**src/sv/qpfi_pkg.sv**
```systemverilog
// Shared types and constants for the Q15 polyphase FIR interpolator.
// No dependencies; imported by every RTL module of the block except the checker.
`default_nettype none
package qpfi_pkg;

  localparam int MAX_TAPS   = 512;
  localparam int MAX_FACTOR = 16;

  localparam int TAP_AW  = $clog2(MAX_TAPS);
  localparam int TAP_W   = $clog2(MAX_TAPS + 1);
  localparam int FACT_W  = $clog2(MAX_FACTOR + 1);
  localparam int COEF_W  = 32;
  localparam int SAMP_W  = 16;
  localparam int PROD_W  = COEF_W + SAMP_W;
  localparam int ACC_W   = PROD_W + TAP_W;
  localparam int FRAC_W  = 30;
  localparam int CNT_W   = 32;
  localparam int CFG_AW  = 3;
  localparam int CFG_DW  = 32;

  localparam logic REG_FACTOR = 1'b0;
  localparam logic REG_TAPS   = 1'b1;

  localparam logic [FACT_W-1:0] FACTOR_RST = FACT_W'(2);
  localparam logic [TAP_W-1:0]  TAPS_RST   = TAP_W'(257);

  typedef enum logic [1:0] {
    OP_COEF   = 2'd0,
    OP_SAMPLE = 2'd1,
    OP_DRAIN  = 2'd2,
    OP_NONE   = 2'd3
  } op_t;

  typedef struct packed {
    op_t                      op;
    logic                     first;
    logic [TAP_AW-1:0]        coef_index;
    logic signed [COEF_W-1:0] coef_value;
    logic signed [SAMP_W-1:0] sample;
  } item_t;

  typedef struct packed {
    logic [FACT_W-1:0] up;
    logic [TAP_W-1:0]  taps;
  } cfg_t;

  typedef enum logic [2:0] {
    S_IDLE,
    S_SETUP,
    S_PHASE,
    S_MAC,
    S_ROUND,
    S_EMIT
  } state_t;

endpackage
`default_nettype wire

```
**src/sv/qpfi_cfg.sv**
```systemverilog
// APB register file: interp_factor and tap_count, with range-clamped copies.
// Depends on qpfi_pkg.
`default_nettype none
module qpfi_cfg (
  input  wire                             clk,
  input  wire                             rst_n,
  input  wire                             cfg_psel,
  input  wire                             cfg_penable,
  input  wire                             cfg_pwrite,
  input  wire [qpfi_pkg::CFG_AW-1:0]      cfg_paddr,
  input  wire [qpfi_pkg::CFG_DW-1:0]      cfg_pwdata,
  output logic [qpfi_pkg::CFG_DW-1:0]     cfg_prdata,
  output logic                            cfg_pready,
  output qpfi_pkg::cfg_t                  cfg
);
  import qpfi_pkg::*;

  logic [FACT_W-1:0] factor_r, factor_nxt;
  logic [TAP_W-1:0]  taps_r, taps_nxt;
  logic              wr;

  assign cfg_pready = 1'b1;
  assign wr = cfg_psel && cfg_penable && cfg_pwrite && cfg_pready;

  always_comb begin
    factor_nxt = factor_r;
    taps_nxt   = taps_r;
    if (wr) begin
      case (cfg_paddr[2])
        REG_FACTOR: factor_nxt = cfg_pwdata[FACT_W-1:0];
        REG_TAPS:   taps_nxt   = cfg_pwdata[TAP_W-1:0];
        default:    ;
      endcase
    end
  end

  always_ff @(posedge clk) begin
    if (!rst_n) begin
      factor_r <= FACTOR_RST;
      taps_r   <= TAPS_RST;
    end else begin
      factor_r <= factor_nxt;
      taps_r   <= taps_nxt;
    end
  end

  always_comb begin
    case (cfg_paddr[2])
      REG_FACTOR: cfg_prdata = CFG_DW'(factor_r);
      REG_TAPS:   cfg_prdata = CFG_DW'(taps_r);
      default:    cfg_prdata = '0;
    endcase
  end

  always_comb begin
    if (factor_r == '0)
      cfg.up = FACT_W'(1);
    else if (factor_r > FACT_W'(MAX_FACTOR))
      cfg.up = FACT_W'(MAX_FACTOR);
    else
      cfg.up = factor_r;
    if (taps_r == '0)
      cfg.taps = TAP_W'(1);
    else if (taps_r > TAP_W'(MAX_TAPS))
      cfg.taps = TAP_W'(MAX_TAPS);
    else
      cfg.taps = taps_r;
  end

endmodule
`default_nettype wire

```
**config.mk**
```make
export PLATFORM = sky130hd
export DESIGN_NAME = qpfi_cfg
export DESIGN_NICKNAME = d
export VERILOG_FILES = /design/src/sv/qpfi_pkg.sv /design/src/sv/qpfi_cfg.sv
export SDC_FILE = /design/constraint.sdc
export NUM_CORES = 1
export LEC_CHECK = 0
export ABC_CLOCK_PERIOD_IN_PS = 1700
export BUFFER_PORTS_ARGS = -buffer_cell sky130_fd_sc_hd__clkbuf_2
export CORE_MARGIN = 5
export CORE_UTILIZATION = 41
export CTS_BUF_LIST = sky130_fd_sc_hd__clkbuf_4
export DETAILED_ROUTE_END_ITERATION = 7
export HOLD_SLACK_MARGIN = 0.08
export PLACE_DENSITY = 0.89
export SYNTH_ARGS = -nofsm -noshare
export SYNTH_HDL_FRONTEND = slang
export SYNTH_SLANG_ARGS = --single-unit
```
**constraint.sdc**
```tcl
create_clock -name clk -period 1.7 [get_ports clk]
set_input_delay 0.17 -clock clk [delete_from_list [all_inputs] [get_ports clk]]
set_output_delay 0.17 -clock clk [all_outputs]
set_load 0.02 [all_outputs]
```
==> flow_summary.toml <==
[final_layout]
n_fill_cell = 243
final_cells = 179
drive_gt1_share_pct = 39.1
finish.net_count = 192
multi_input_area_um2 = 538
regArea_um2 = 300
fin_util_pct = 49.3
syn2layout_area_growth_pct = 13.7
antenna_cells = 0

[routing]
via_count = 797
dr_wl_met3_um = 239
antenna_left = 0
drtIter0Drc = 6
first_pass_iters = 4
wl_per_cell_um = 11.1
drt_drc_violations_left = 0
dr.max_layer_used = "met4"
via_per_inst = 4.45
route.met2.wl_um = 967
routed_wl_um = 1990
wl_met1_um = 761

[setup_path]
cp.arrival_ps = 1300
critical_path.max_fanout = 4
crit_type = "reg -> out"
worstPathRequired_ps = 1530
cp-start-kind = "flip-flop"
crit_path_end_kind = "output pin"

[grt]
grt_pass1_vias = 681
grt_pass1_wl_um = 2990
antenna_found_initial = 0
grtUsageTotal_pct = 11.2
grt_max_degree = 25
grt_remaining_overflow = 0

[synthesis]
yosysSeqAreaShare_pct = 31.0
synth_warnings = 0
synthCells = 116
syn-cell-area_um2 = 968
synth_area_per_cell_um2 = 8.35
yosysUniqueCellTypes = 20
ys_ff_latch = 15

[timing]
fin_worst_skew_ps = 0
fmax_ghz = 0.679
slew_violations = 0
fin_crit_sh_pct = 86.6
rsz0062_at_grt = "false"
finalHoldViolCount = 0
setup_tns_ps = 0
min_period_ps = 1470
finalSetupViolations = 0

[clocking]
post_cts_resized = 0
cts_max_level = 1
cts_tree = "built"
cts_buffers = 3
clk_pin_slew_ps = 90
clkLatencyLatePin_ps = 280
cts_setup_buffers = 0
cts-root-buf = "clkbuf_4"
holdBufCountCts = 0
cts.sinks = 15
cts_buffer_depth = 2

[power]
powerDensity_mw_per_mm2 = 656
switching_share_pct = 32.3
irDropWorstVdd_mv = 0.312
power_frac_clock_pct = 27.6
power.leakage_uw = 0.000579
switchingPower_uw = 233
p_int_uw = 489
pwr-share-seq_pct = 50.8
pwr-share-comb_pct = 21.5

[placement]
port_buffers = 40
post-dp-hpwl_um = 1620
gp_congestion = 0.733
placed_cells = 175

[floorplanning]
initial_utilization_pct = 43.4
core_mm2 = 0.00223
ioPinCount = 88
die_area_mm2 = 0.00343
dieWidth_um = 58.6
rows = 17
dieHeight_um = 58.6

[status]
status = "completed"

[flow_run]
maxCapViolations = 0

[hold_path]
hp-class = "in -> reg"
==> kinds of logic after synthesis <==
group                  Yosys count  synth area share (%)
DFF                             15                  31.0
buffers and inverters           30                  21.6
AOI/OAI and AO/OA               13                  9.82
muxes                            8                  8.91
and+or+nand+nor                 48                  27.9
other                            2                 0.775
==> final cells by class <==
cell class | count | area share, %
Timing Repair Buffer | 40 | 18.2
Multi-Input combinational cell | 92 | 48.9
Clock inverter | 1 | 0.455
Sequential cell | 15 | 27.3
Tap cell | 28 | 3.18
Clock buffer | 3 | 2.05
==> placed cells by master, fill, tap and decap left out, types with 2 or more instances in the layout <==
cell       n
nor2b_1   11
nor4_1     2
mux2i_1    3
nand2_1   12
clkbuf_2  40
o21ai_2    8
conb_1    23
nand3_1   12
o21ai_0    4
nor2_1     3
dfxtp_1   15
clkbuf_4   3
and2_1     5
mux2_2     5
==> metal layers <==
| metal | track usage [%] | vias up |
|---|---|---|
| met2 | 18.7 | 37 |
| li1 | - | 411 |
| met4 | 6.80 | 0 |
| met1 | 12.8 | 347 |
| met5 | 0 | - |
| met3 | 3.07 | 2 |
==> final timing paths <==
kind                to           from  depth (start not counted)  slack, ps
min reg2reg  taps_r[7]      taps_r[7]                          2        500
min          taps_r[8]  cfg_pwdata[8]                          3        100
max             cfg[0]      taps_r[1]                          4        230
max reg2reg  taps_r[9]      taps_r[9]                          2        880
==> power by group through the flow <==
stage	Clock (uW)	Combinational, uW	Sequential (uW)
after global routing	223	170	369
after global placement	0	154	375
final	200	156	367
after floorplan	0	156	372
after CTS	209	156	367
after detailed placement	0	156	376
==> per-stage QoR <==
step	hold WS, ps	power (uW)	worst slack [ps]	cell area (um^2)
after floorplan	295	528	592	1050
after global placement	383	529	458	1070
after detailed placement	391	531	448	1070
after CTS	92.9	732	183	1100
after global routing	108	761	112	1100
final	101	722	228	1100
==> state kept, by name (all words and copies together), names as in the netlist <==
| name | cells |
|---|---|
| taps_r | 10 |
| factor_r | 5 |
==> critical path: stages (launching register included) <==
cell and delay, ps:
dfxtp_1 340, nor4_1 280, a21oi_1 100, nor2_1 110, clkbuf_2 180
==> synthesized netlist by cell type <==
cell type,n,area [um^2]
a21oi_1,1,5.00
and2_1,5,31.3
buf_2,2,10.0
buf_4,23,173
buf_6,1,11.3
clkbuf_1,4,15.0
conb_1,2,7.51
dfxtp_1,15,300
mux2_2,5,56.3
mux2i_1,3,30.0
nand2_1,12,45.0
nand3_1,12,60.1
nand4_4,1,21.3
nand4b_2,1,15.0
nor2_1,3,11.3
nor2b_1,11,68.8
nor3_1,1,5.00
nor4_1,2,12.5
o21ai_0,4,20.0
o21ai_2,8,70.1
Power figures use the tool's default switching activity.
