<file path="config.mk">
export PLATFORM = sky130hd
export DESIGN_NAME = qpfi_front
export DESIGN_NICKNAME = d
export VERILOG_FILES = /design/src/sv/qpfi_pkg.sv /design/src/sv/qpfi_front.sv
export SDC_FILE = /design/constraint.sdc
export NUM_CORES = 1
export LEC_CHECK = 0
export ABC_AREA = 1
export BUFFER_PORTS_ARGS = -buffer_cell sky130_fd_sc_hd__buf_4
export CORE_ASPECT_RATIO = 1.2
export CORE_UTILIZATION = 45
export CTS_CLUSTER_SIZE = 20
export DETAILED_ROUTE_END_ITERATION = 7
export PLACE_DENSITY = 0.7
export SLEW_MARGIN = 40
export SYNTH_ARGS = -nofsm -noshare
export SYNTH_HDL_FRONTEND = slang
export SYNTH_SLANG_ARGS = --single-unit
</file>
<file path="constraint.sdc">
create_clock -name clk -period 9 [get_ports clk]
set_input_delay 1.8 -clock clk [delete_from_list [all_inputs] [get_ports clk]]
set_output_delay 1.8 -clock clk [all_outputs]
set_load 0.005 [all_outputs]
</file>
<file path="src/sv/qpfi_pkg.sv">
// Shared types and constants for the Q15 polyphase FIR interpolator.
// No dependencies; imported by every RTL module of the block except the checker.
`default_nettype none
package qpfi_pkg;

  localparam int MAX_TAPS   = 512;
  localparam int MAX_FACTOR = 16;

  localparam int TAP_AW  = $clog2(MAX_TAPS);
  localparam int TAP_W   = $clog2(MAX_TAPS + 1);
  localparam int FACT_W  = $clog2(MAX_FACTOR + 1);
  localparam int COEF_W  = 32;
  localparam int SAMP_W  = 16;
  localparam int PROD_W  = COEF_W + SAMP_W;
  localparam int ACC_W   = PROD_W + TAP_W;
  localparam int FRAC_W  = 30;
  localparam int CNT_W   = 32;
  localparam int CFG_AW  = 3;
  localparam int CFG_DW  = 32;

  localparam logic REG_FACTOR = 1'b0;
  localparam logic REG_TAPS   = 1'b1;

  localparam logic [FACT_W-1:0] FACTOR_RST = FACT_W'(2);
  localparam logic [TAP_W-1:0]  TAPS_RST   = TAP_W'(257);

  typedef enum logic [1:0] {
    OP_COEF   = 2'd0,
    OP_SAMPLE = 2'd1,
    OP_DRAIN  = 2'd2,
    OP_NONE   = 2'd3
  } op_t;

  typedef struct packed {
    op_t                      op;
    logic                     first;
    logic [TAP_AW-1:0]        coef_index;
    logic signed [COEF_W-1:0] coef_value;
    logic signed [SAMP_W-1:0] sample;
  } item_t;

  typedef struct packed {
    logic [FACT_W-1:0] up;
    logic [TAP_W-1:0]  taps;
  } cfg_t;

  typedef enum logic [2:0] {
    S_IDLE,
    S_SETUP,
    S_PHASE,
    S_MAC,
    S_ROUND,
    S_EMIT
  } state_t;

endpackage
`default_nettype wire

</file>
<file path="src/sv/qpfi_front.sv">
// Input side: accepts transfers, decodes the operation and queues work items.
// Depends on qpfi_pkg.
`default_nettype none
module qpfi_front (
  input  wire                clk,
  input  wire                rst_n,
  input  wire                in_tvalid,
  output logic               in_tready,
  input  wire  [63:0]        in_tdata,
  input  wire  [2:0]         in_tuser,
  output qpfi_pkg::item_t    q_item,
  output logic               q_valid,
  input  wire                q_pop
);
  import qpfi_pkg::*;

  item_t      ent_r [2];
  logic       wptr_r, wptr_nxt;
  logic       rptr_r, rptr_nxt;
  logic [1:0] cnt_r, cnt_nxt;
  item_t      dec;
  logic       push;

  always_comb begin
    dec.op         = op_t'(in_tuser[1:0]);
    dec.first      = in_tuser[2];
    dec.coef_index = in_tdata[8:0];
    dec.coef_value = in_tdata[40:9];
    dec.sample     = in_tdata[56:41];
  end

  assign in_tready = (cnt_r != 2'd2);
  assign push      = in_tvalid && in_tready && (dec.op != OP_NONE);
  assign q_valid   = (cnt_r != 2'd0);
  assign q_item    = ent_r[rptr_r];

  always_comb begin
    wptr_nxt = wptr_r;
    rptr_nxt = rptr_r;
    cnt_nxt  = cnt_r;
    if (push)
      wptr_nxt = ~wptr_r;
    if (q_pop)
      rptr_nxt = ~rptr_r;
    case ({push, q_pop})
      2'b10:   cnt_nxt = cnt_r + 2'd1;
      2'b01:   cnt_nxt = cnt_r - 2'd1;
      default: cnt_nxt = cnt_r;
    endcase
  end

  always_ff @(posedge clk) begin
    if (!rst_n) begin
      wptr_r <= 1'b0;
      rptr_r <= 1'b0;
      cnt_r  <= 2'd0;
    end else begin
      wptr_r <= wptr_nxt;
      rptr_r <= rptr_nxt;
      cnt_r  <= cnt_nxt;
    end
  end

  always_ff @(posedge clk) begin
    if (push)
      ent_r[wptr_r] <= dec;
  end

endmodule
`default_nettype wire

</file>
==> results of run 1 <==
[synth_stat cells]
master and instances:
edfxtp_1 120, mux2_4 60, nor2_1 12, nand2_1 11, buf_12 6, inv_1 6
dfxtp_1 5, nand4_1 2, a21oi_1 1, buf_6 1, ha_1 1, o21ai_0 1
[flip-flops by register name, summed over array words and instances, names as in the netlist, named ones only]
register	flops
cnt_r	2
ent_r	120
rptr_r	1
wptr_r	1
[cell families (layout without fill, tap and decap cells)]
kind of cell             after synthesis  count (layout)  share of synthesized area [%]
flip-flops                           125             125                           75.9
multiplexers                          60              60                           18.5
AND/OR/NAND/NOR                       25              25                           2.03
buffers and inverters                 13             167                           3.15
AO/OA/AOI/OAI                          2               2                          0.205
adder cells (fa/ha/maj)                1               1                          0.256
[worst max-delay path: stages, from the launching register on]
cell and delay [ns]:
dfxtp_4 0.55, buf_16 0.23, buf_12 0.26, mux2_4 0.33
buf_4 0.13
[layer usage]
metal | share of wire [%] | wire length (µm)
met5 | 0 | 0
met4 | 0.83 | 67
met3 | 5.5 | 438
met2 | 56 | 4510
met1 | 38 | 3010
[area by class of cell]
type                            count  area, µm²
Sequential cell                   125       3710
Timing Repair Buffer              129       1000
Multi-Input combinational cell     88       1030
Inverter                            6       22.5
Clock inverter                      9        166
Tap cell                          129        161
Clock buffer                       23        448
Fill cell                         758       3980
[cell usage in the layout (no fill, tap or decap), types with 2 or more instances in the layout]
| cell type | n |
|---|---|
| inv_1 | 5 |
| bufinv_16 | 5 |
| nand2_1 | 11 |
| buf_4 | 126 |
| mux2_4 | 60 |
| dfxtp_1 | 4 |
| edfxtp_1 | 120 |
| clkinv_1 | 3 |
| nand4_1 | 2 |
| clkbuf_16 | 17 |
| nor2_1 | 11 |
| clkbuf_1 | 6 |
[power breakdown]
group	internal (W)	switching (W)
Combinational	0.0000993	0.0000647
Sequential	0.000682	0.0000130
Clock	0.000488	0.000215
Total	0.00127	0.000293
[stage by stage]
| step | hold WS (ns) | util [%] | cell area, µm² |
|---|---|---|---|
| floorplan | 0.463 | - | 4880 |
| global placement | 0.474 | 55.9 | 5870 |
| detailed placement | 0.493 | 56.3 | 5920 |
| CTS | 0.506 | 62.2 | 6540 |
| global route | 0.551 | 62.2 | 6540 |
| finish | 0.502 | 62.2 | 6540 |
[worst paths after layout]
check	from	to	slack, ns
worst min register to register	rptr_r$_SDFFE_PN0P_	rptr_r$_SDFFE_PN0P_	0.50
worst min-delay path	rptr_r$_SDFFE_PN0P_	rptr_r$_SDFFE_PN0P_	0.50
worst max register to register	cnt_r[1]$_SDFFE_PN0P_	ent_r[0][41]$_DFFE_PP_	6.99
worst max-delay path	flop	q_item[10]	5.29
==> flow_metrics.env, run 1 <==
export IMPL_viasPerCell=4.75
export IMPL_clock_sink_count=125
export IMPL_grt_pass1_vias=2487
export IMPL_core_um2=10500
export IMPL_met2_usage_pct=26.6
export IMPL_cts_hold_buf=0
export IMPL_drc_errors=0
export IMPL_grt_pass1_wl_um=12100
export IMPL_p_total_w=0.00156
export IMPL_fmax_mhz=269
export IMPL_cts_tree="yes"
export IMPL_drive_gt1_share_pct=56.6
export IMPL_required_ns=7.20
export IMPL_routabilityCongestion=0.673
export IMPL_start_util_pct=46.4
export IMPL_ios=133
export IMPL_tightest_slew_ns=0.692
export IMPL_tns_ns=0
export IMPL_dr_total_vias=2418
export IMPL_cp_start_kind="flop"
export IMPL_wirelength_um=8030
export IMPL_synthesis_area_um2=4880
export IMPL_grt_busiest_layer="met2"
export IMPL_hp_class="reg2reg"
export IMPL_setup_ws_ns=5.29
export IMPL_synth_top_cell_area_share_pct=73.8
export IMPL_fin_skew_ns=0.00838
export IMPL_clock_latency_ns=0.39
export IMPL_synth_seq_cells=125
export IMPL_die_w_um=97.1
export IMPL_row_count=41
export IMPL_hold_depth=2
export IMPL_antenna_found_initial=0
export IMPL_cap_violations=0
export IMPL_post_synth_cell_area_avg_um2=21.6
export IMPL_drt_iter0_markers=75
export IMPL_ant_nets=0
export IMPL_synth_top_cells_by_area="edfxtp_1, mux2_4, buf_12"
export IMPL_wire_per_inst_um=15.8
export IMPL_cp_end_kind="primary output"
export IMPL_cts_resized=0
export IMPL_worstPathMaxFanout=29
export IMPL_clockRootBuffer="clkbuf_16"
export IMPL_dieArea_um2=11300
export IMPL_numCtsBuffers=17
export IMPL_synth_cell_types=12
export IMPL_hold_viol_final=0
export IMPL_leakage_nw=2.63
export IMPL_ir_drop_mv=0.152
export IMPL_cellPowerDensity_nw_per_um2=239
export IMPL_overflow=0
export IMPL_n_antenna_cell=0
export IMPL_die_y_um=116
export IMPL_slew_violations=0
export IMPL_r2r_cells=6
export IMPL_seq_area_frac_synth_pct=75.9
export IMPL_ys_warn_count=0
export IMPL_postCtsSetupRepairBufs=0
export IMPL_cts_max_path_buffers=2
export IMPL_syn_to_final_growth_pct=34.0
export IMPL_grt_use_met1_pct=14.8
export IMPL_crit_arrival_ns=1.91
export IMPL_dp_hpwl_um=5190
export IMPL_track_usage_pct=14.6
export IMPL_slew_headroom_pct=53.8
export IMPL_grt_use_met3_pct=5.37
export IMPL_htreeDepth=4
export IMPL_place_ws_ns=5.35
export IMPL_grt_max_degree=61
export IMPL_setup_viol=0
export IMPL_rsz0062_at_grt="no"
export IMPL_nNetsFinal=439
export IMPL_dp_cells=477
export IMPL_status="finished, final reports clean"
export IMPL_synthCells=226
export IMPL_path_class="reg2out"
export IMPL_synth_largest_area_cell="edfxtp_1"
export IMPL_min_period_ns=3.71
export IMPL_clk_pin_slew_ns=0.05
export IMPL_drtPass1Iterations=4
export IMPL_syn_nets=298
export IMPL_fin_cells=509
export IMPL_fin_crit_sh_pct=41.2
export IMPL_port_buffers=125
Power figures use the tool's default switching activity.
==> run 2, diff against run 1 <==
- clock period: 9 -> 3.51 ns (I/O delays scaled with it)
==> flow_metrics.env, run 2 (same netlist as run 1, synthesis figures left out) <==
export IMPL_fmax_mhz=381
export IMPL_status="finished, final reports clean"
export IMPL_leakage_nw=2.60
export IMPL_antenna_found_initial=0
export IMPL_worstPathMaxFanout=34
export IMPL_layout_commonest_cell="buf_4"
export IMPL_wirelength_um=7960
export IMPL_clk_pin_slew_ns=0.05
export IMPL_cp_top_family="flip-flops"
export IMPL_crit_arrival_ns=1.92
export IMPL_cp_depth=3
export IMPL_n_antenna_cell=0
export IMPL_maxUsedRoutingLayer="met4"
export IMPL_die_y_um=116
export IMPL_met3_length_um=434
export IMPL_slew_headroom_pct=54.4
export IMPL_drt_iter0_markers=89
export IMPL_reg2reg_from="cnt_r[0]$_SDFFE_PN0P_"
export IMPL_rrSetupSlack_ns=1.60
export IMPL_htreeDepth=4
export IMPL_r2r_cells=5
export IMPL_num_fill_cells=765
export IMPL_drive_gt1_share_pct=58.2
export IMPL_ant_nets=0
export IMPL_port_buffers=125
export IMPL_postCtsSetupRepairBufs=0
export IMPL_core_um2=10500
export IMPL_hold_depth=1
export IMPL_top_regs="ent_r (120), cnt_r (2)"
export IMPL_track_usage_pct=14.3
export IMPL_clockRootBuffer="clkbuf_16"
export IMPL_setup_ws_ns=0.888
export IMPL_slowest_delay_ns=0.69
export IMPL_fin_crit_sh_pct=74.7
export IMPL_crit_chain="buf_12 > mux2_4 > buf_4"
export IMPL_cp_start_kind="flop"
export IMPL_drtPass1Iterations=4
export IMPL_routabilityCongestion=0.657
export IMPL_dieArea_um2=11300
export IMPL_dp_hpwl_um=5270
export IMPL_p_total_w=0.00382
export IMPL_final_cell_mix="buf_4, edfxtp_1, mux2_4, clkbuf_16"
export IMPL_overflow=0
export IMPL_hp_class="in2reg"
export IMPL_wire_per_inst_um=15.6
export IMPL_tns_ns=0
export IMPL_clock_sink_count=125
export IMPL_row_count=41
export IMPL_wl_met2_um=4360
export IMPL_worst_path_buf_inv=2
export IMPL_cts_max_path_buffers=2
export IMPL_clock_latency_ns=0.40
export IMPL_viasPerCell=4.79
export IMPL_numCtsBuffers=17
export IMPL_cts_tree="yes"
export IMPL_largest_register_ffs=120
export IMPL_cap_violations=0
export IMPL_wl_met1_um=3010
export IMPL_grt_pass1_vias=2387
export IMPL_cellPowerDensity_nw_per_um2=590
export IMPL_slew_violations=0
export IMPL_crit_slowest_cell="dfxtp_4"
export IMPL_syn_to_final_growth_pct=32.6
export IMPL_tightest_slew_ns=0.683
export IMPL_ios=133
export IMPL_grt_max_degree=35
export IMPL_ir_drop_mv=0.344
export IMPL_fin_skew_ns=0.00494
export IMPL_drc_errors=0
export IMPL_hold_start="in_tdata[10]"
export IMPL_cp_end_kind="primary output"
export IMPL_grt_pass1_wl_um=11700
export IMPL_required_ns=2.81
export IMPL_hold_ws_ns=0.483
export IMPL_rsz0062_at_grt="no"
export IMPL_cts_resized=0
export IMPL_setup_viol=0
export IMPL_regMostFlops="ent_r"
export IMPL_place_ws_ns=1.09
export IMPL_dr_total_vias=2437
export IMPL_hold_viol_final=0
export IMPL_die_w_um=97.1
export IMPL_path_class="reg2out"
export IMPL_min_period_ns=2.62
export IMPL_start_util_pct=46.4
export IMPL_cts_hold_buf=0
export IMPL_nNetsFinal=439
==> run 2: worst register-to-register path, cell delays in order (launching register included) <==
cell and delay (ns):
dfxtp_1 0.37, inv_1 0.12, nand2_1 0.10, nand4_1 0.14, inv_2 0.54, buf_12 0.32
==> run 2: area by class of cell <==
class | instances | area, µm² | area share [%]
Sequential cell | 125 | 3710 | 57.3
Multi-Input combinational cell | 88 | 1030 | 15.9
Timing Repair Buffer | 129 | 993 | 15.4
Clock buffer | 18 | 429 | 6.63
Tap cell | 129 | 161 | 2.49
Clock inverter | 14 | 126 | 1.95
Inverter | 6 | 22.5 | 0.348
==> run 2: path summary, 6_finish.rpt <==
path | endpoint
worst max-delay path | q_item[34]
worst max register to register | ent_r[1][3]$_DFFE_PP_
worst min-delay path | ent_r[1][17]$_DFFE_PP_
worst min register to register | flop
==> run 2: layer usage <==
layer  vias to the layer above  GRT usage, %
met3                        12          5.19
met5                         -             0
met1                      1195          14.9
met2                        78          25.1
met4                         0          8.46
li1                       1152             -
==> run 2: stage by stage <==
stage,utilization [%],instance area (µm²),std cells
floorplan,-,4880,226
global placement,56.2,5910,477
detailed placement,56.2,5910,477
CTS,61.5,6470,509
global route,61.5,6470,509
finish,61.5,6470,509
==> run 2: report_power, final <==
part           internal, W  leakage [nW]  switching (W)
combinational     0.000253          1.18       0.000161
clock              0.00103         0.274       0.000588
sequential         0.00175          1.15      0.0000374
==> run 3, diff against run 2 <==
- PLACE_DENSITY: 0.7 -> 0.73
- clock period: 3.51 -> 2.4 ns (I/O delays scaled with it)
==> flow_metrics.env, run 3 (same netlist as run 1, synthesis figures left out) <==
export IMPL_status="finished, final reports clean"
export IMPL_tns_ns=0
export IMPL_syn_to_final_growth_pct=34.2
export IMPL_drt_iter0_markers=108
export IMPL_dr_total_vias=2410
export IMPL_cts_resized=0
export IMPL_fin_cells=511
export IMPL_drc_errors=0
export IMPL_dp_cells=479
export IMPL_place_area_um2=5970
export IMPL_comb_power_share_pct=10.9
export IMPL_clock_sink_count=125
export IMPL_leakage_nw=2.63
export IMPL_switching_share_pct=20.2
export IMPL_cts_tree="yes"
export IMPL_path_class="reg2out"
export IMPL_drtPass1Iterations=4
export IMPL_crit_chain="buf_12 > mux2_4 > buf_4"
export IMPL_required_ns=1.92
export IMPL_die_y_um=116
export IMPL_core_um2=10500
export IMPL_nNetsFinal=441
export IMPL_fin_skew_ns=0.00566
export IMPL_viasPerCell=4.72
export IMPL_hold_viol_final=0
export IMPL_routabilityCongestion=0.665
export IMPL_cellPowerDensity_nw_per_um2=871
export IMPL_clk_pin_slew_ns=0.05
export IMPL_fin_crit_sh_pct=91.4
export IMPL_fin_area_um2=6550
export IMPL_cts_hold_buf=0
export IMPL_antenna_found_initial=0
export IMPL_ir_drop_mv=0.547
export IMPL_regMostFlops="ent_r"
export IMPL_ant_nets=0
export IMPL_cap_violations=0
export IMPL_postCtsSetupRepairBufs=0
export IMPL_dieArea_um2=11300
export IMPL_largest_register_ffs=120
export IMPL_grt_pass1_wl_um=11900
export IMPL_dp_hpwl_um=5270
export IMPL_cp_start_kind="flop"
export IMPL_setup_viol=0
export IMPL_clock_latency_ns=0.40
export IMPL_wirelength_um=8000
export IMPL_rsz0062_at_grt="no"
export IMPL_start_util_pct=46.4
export IMPL_grt_max_degree=49
export IMPL_hp_class="in2reg"
export IMPL_worstPathMaxFanout=22
export IMPL_row_count=41
export IMPL_crit_arrival_ns=1.71
export IMPL_seq_power_share_pct=45.6
export IMPL_n_antenna_cell=0
export IMPL_worst_path_buf_inv=2
export IMPL_overflow=0
export IMPL_cts_max_path_buffers=2
export IMPL_die_w_um=97.1
export IMPL_pwr_share_clk_pct=43.4
export IMPL_fmax_mhz=456
export IMPL_cp_end_kind="primary output"
export IMPL_slew_violations=0
export IMPL_slowest_delay_ns=0.58
export IMPL_slew_headroom_pct=71.2
export IMPL_htreeDepth=4
export IMPL_cp_top_family="flip-flops"
export IMPL_final_cell_mix="buf_4, edfxtp_1, mux2_4, clkbuf_16"
export IMPL_drive_gt1_share_pct=57.9
export IMPL_min_period_ns=2.19
export IMPL_track_usage_pct=14.4
export IMPL_num_fill_cells=751
export IMPL_tightest_slew_ns=0.431
export IMPL_layout_commonest_cell="buf_4"
export IMPL_ios=133
export IMPL_grt_pass1_vias=2519
export IMPL_crit_slowest_cell="dfxtp_4"
export IMPL_wire_per_inst_um=15.7
export IMPL_p_switching_w=0.00115
export IMPL_internal_power_w=0.00455
export IMPL_top_regs="ent_r (120), cnt_r (2)"
export IMPL_port_buffers=125
export IMPL_clockRootBuffer="clkbuf_16"
export IMPL_numCtsBuffers=17
==> run 3: cell types whose count changed in the layout (fill, tap and decap cells not counted) <==
cell | before | now
clkinv_2 | 7 | 3
buf_12 | 2 | 5
clkinv_4 | 0 | 2
buf_4 | 127 | 126
bufinv_16 | 2 | 3
clkbuf_1 | 1 | 2
clkinv_1 | 2 | 3
inv_6 | 1 | 0
==> run 3: power by group through the flow <==
stage	combinational, W	sequential, W	clock (W)
5_1_grt	0.000673	0.00261	0.00261
3_3_place_gp	0.000623	0.00264	0
3_5_place_dp	0.000634	0.00265	0
6_report	0.000624	0.00260	0.00248
2_1_floorplan	0.000345	0.00263	0
4_1_cts	0.000637	0.00260	0.00252
==> run 3: final timing paths <==
path	start	end	slack, ns	depth (start not counted)
max	flop	q_item[21]	0.21	3
min	in_tdata[6]	ent_r[0][54]$_DFFE_PP_	0.26	1
max reg2reg	cnt_r[0]$_SDFFE_PN0P_	ent_r[1][28]$_DFFE_PP_	0.77	5
min reg2reg	rptr_r$_SDFFE_PN0P_	flop	0.51	2
==> run 3: routing by layer <==
layer,vias up,share of wire [%],wire length (µm),GRT usage [%]
met2,86,53,4230,24.9
li1,1156,-,-,-
met1,1162,39,3100,15.1
met4,0,1.0,83,6.87
met3,6,7.4,596,6.51
met5,-,0,0,0
==> run 3: area by class of cell <==
type | count | area (µm²) | share of cell area (%)
Inverter | 6 | 22.5 | 0.344
Tap cell | 129 | 161 | 2.46
Timing Repair Buffer | 131 | 1050 | 16.0
Multi-Input combinational cell | 88 | 1030 | 15.7
Clock buffer | 19 | 433 | 6.61
Clock inverter | 13 | 149 | 2.27
Sequential cell | 125 | 3710 | 56.6
==> run 3: stage by stage <==
step | hold WS (ns) | power (W) | utilization [%] | setup WS [ns]
floorplan | 0.463 | 0.00297 | - | 0.148
global placement | 0.475 | 0.00326 | 56.7 | 0.611
detailed placement | 0.484 | 0.00328 | 56.7 | 0.609
CTS | 0.246 | 0.00576 | 62.3 | 0.175
global route | 0.240 | 0.00590 | 62.3 | 0.139
finish | 0.263 | 0.00570 | 62.3 | 0.207
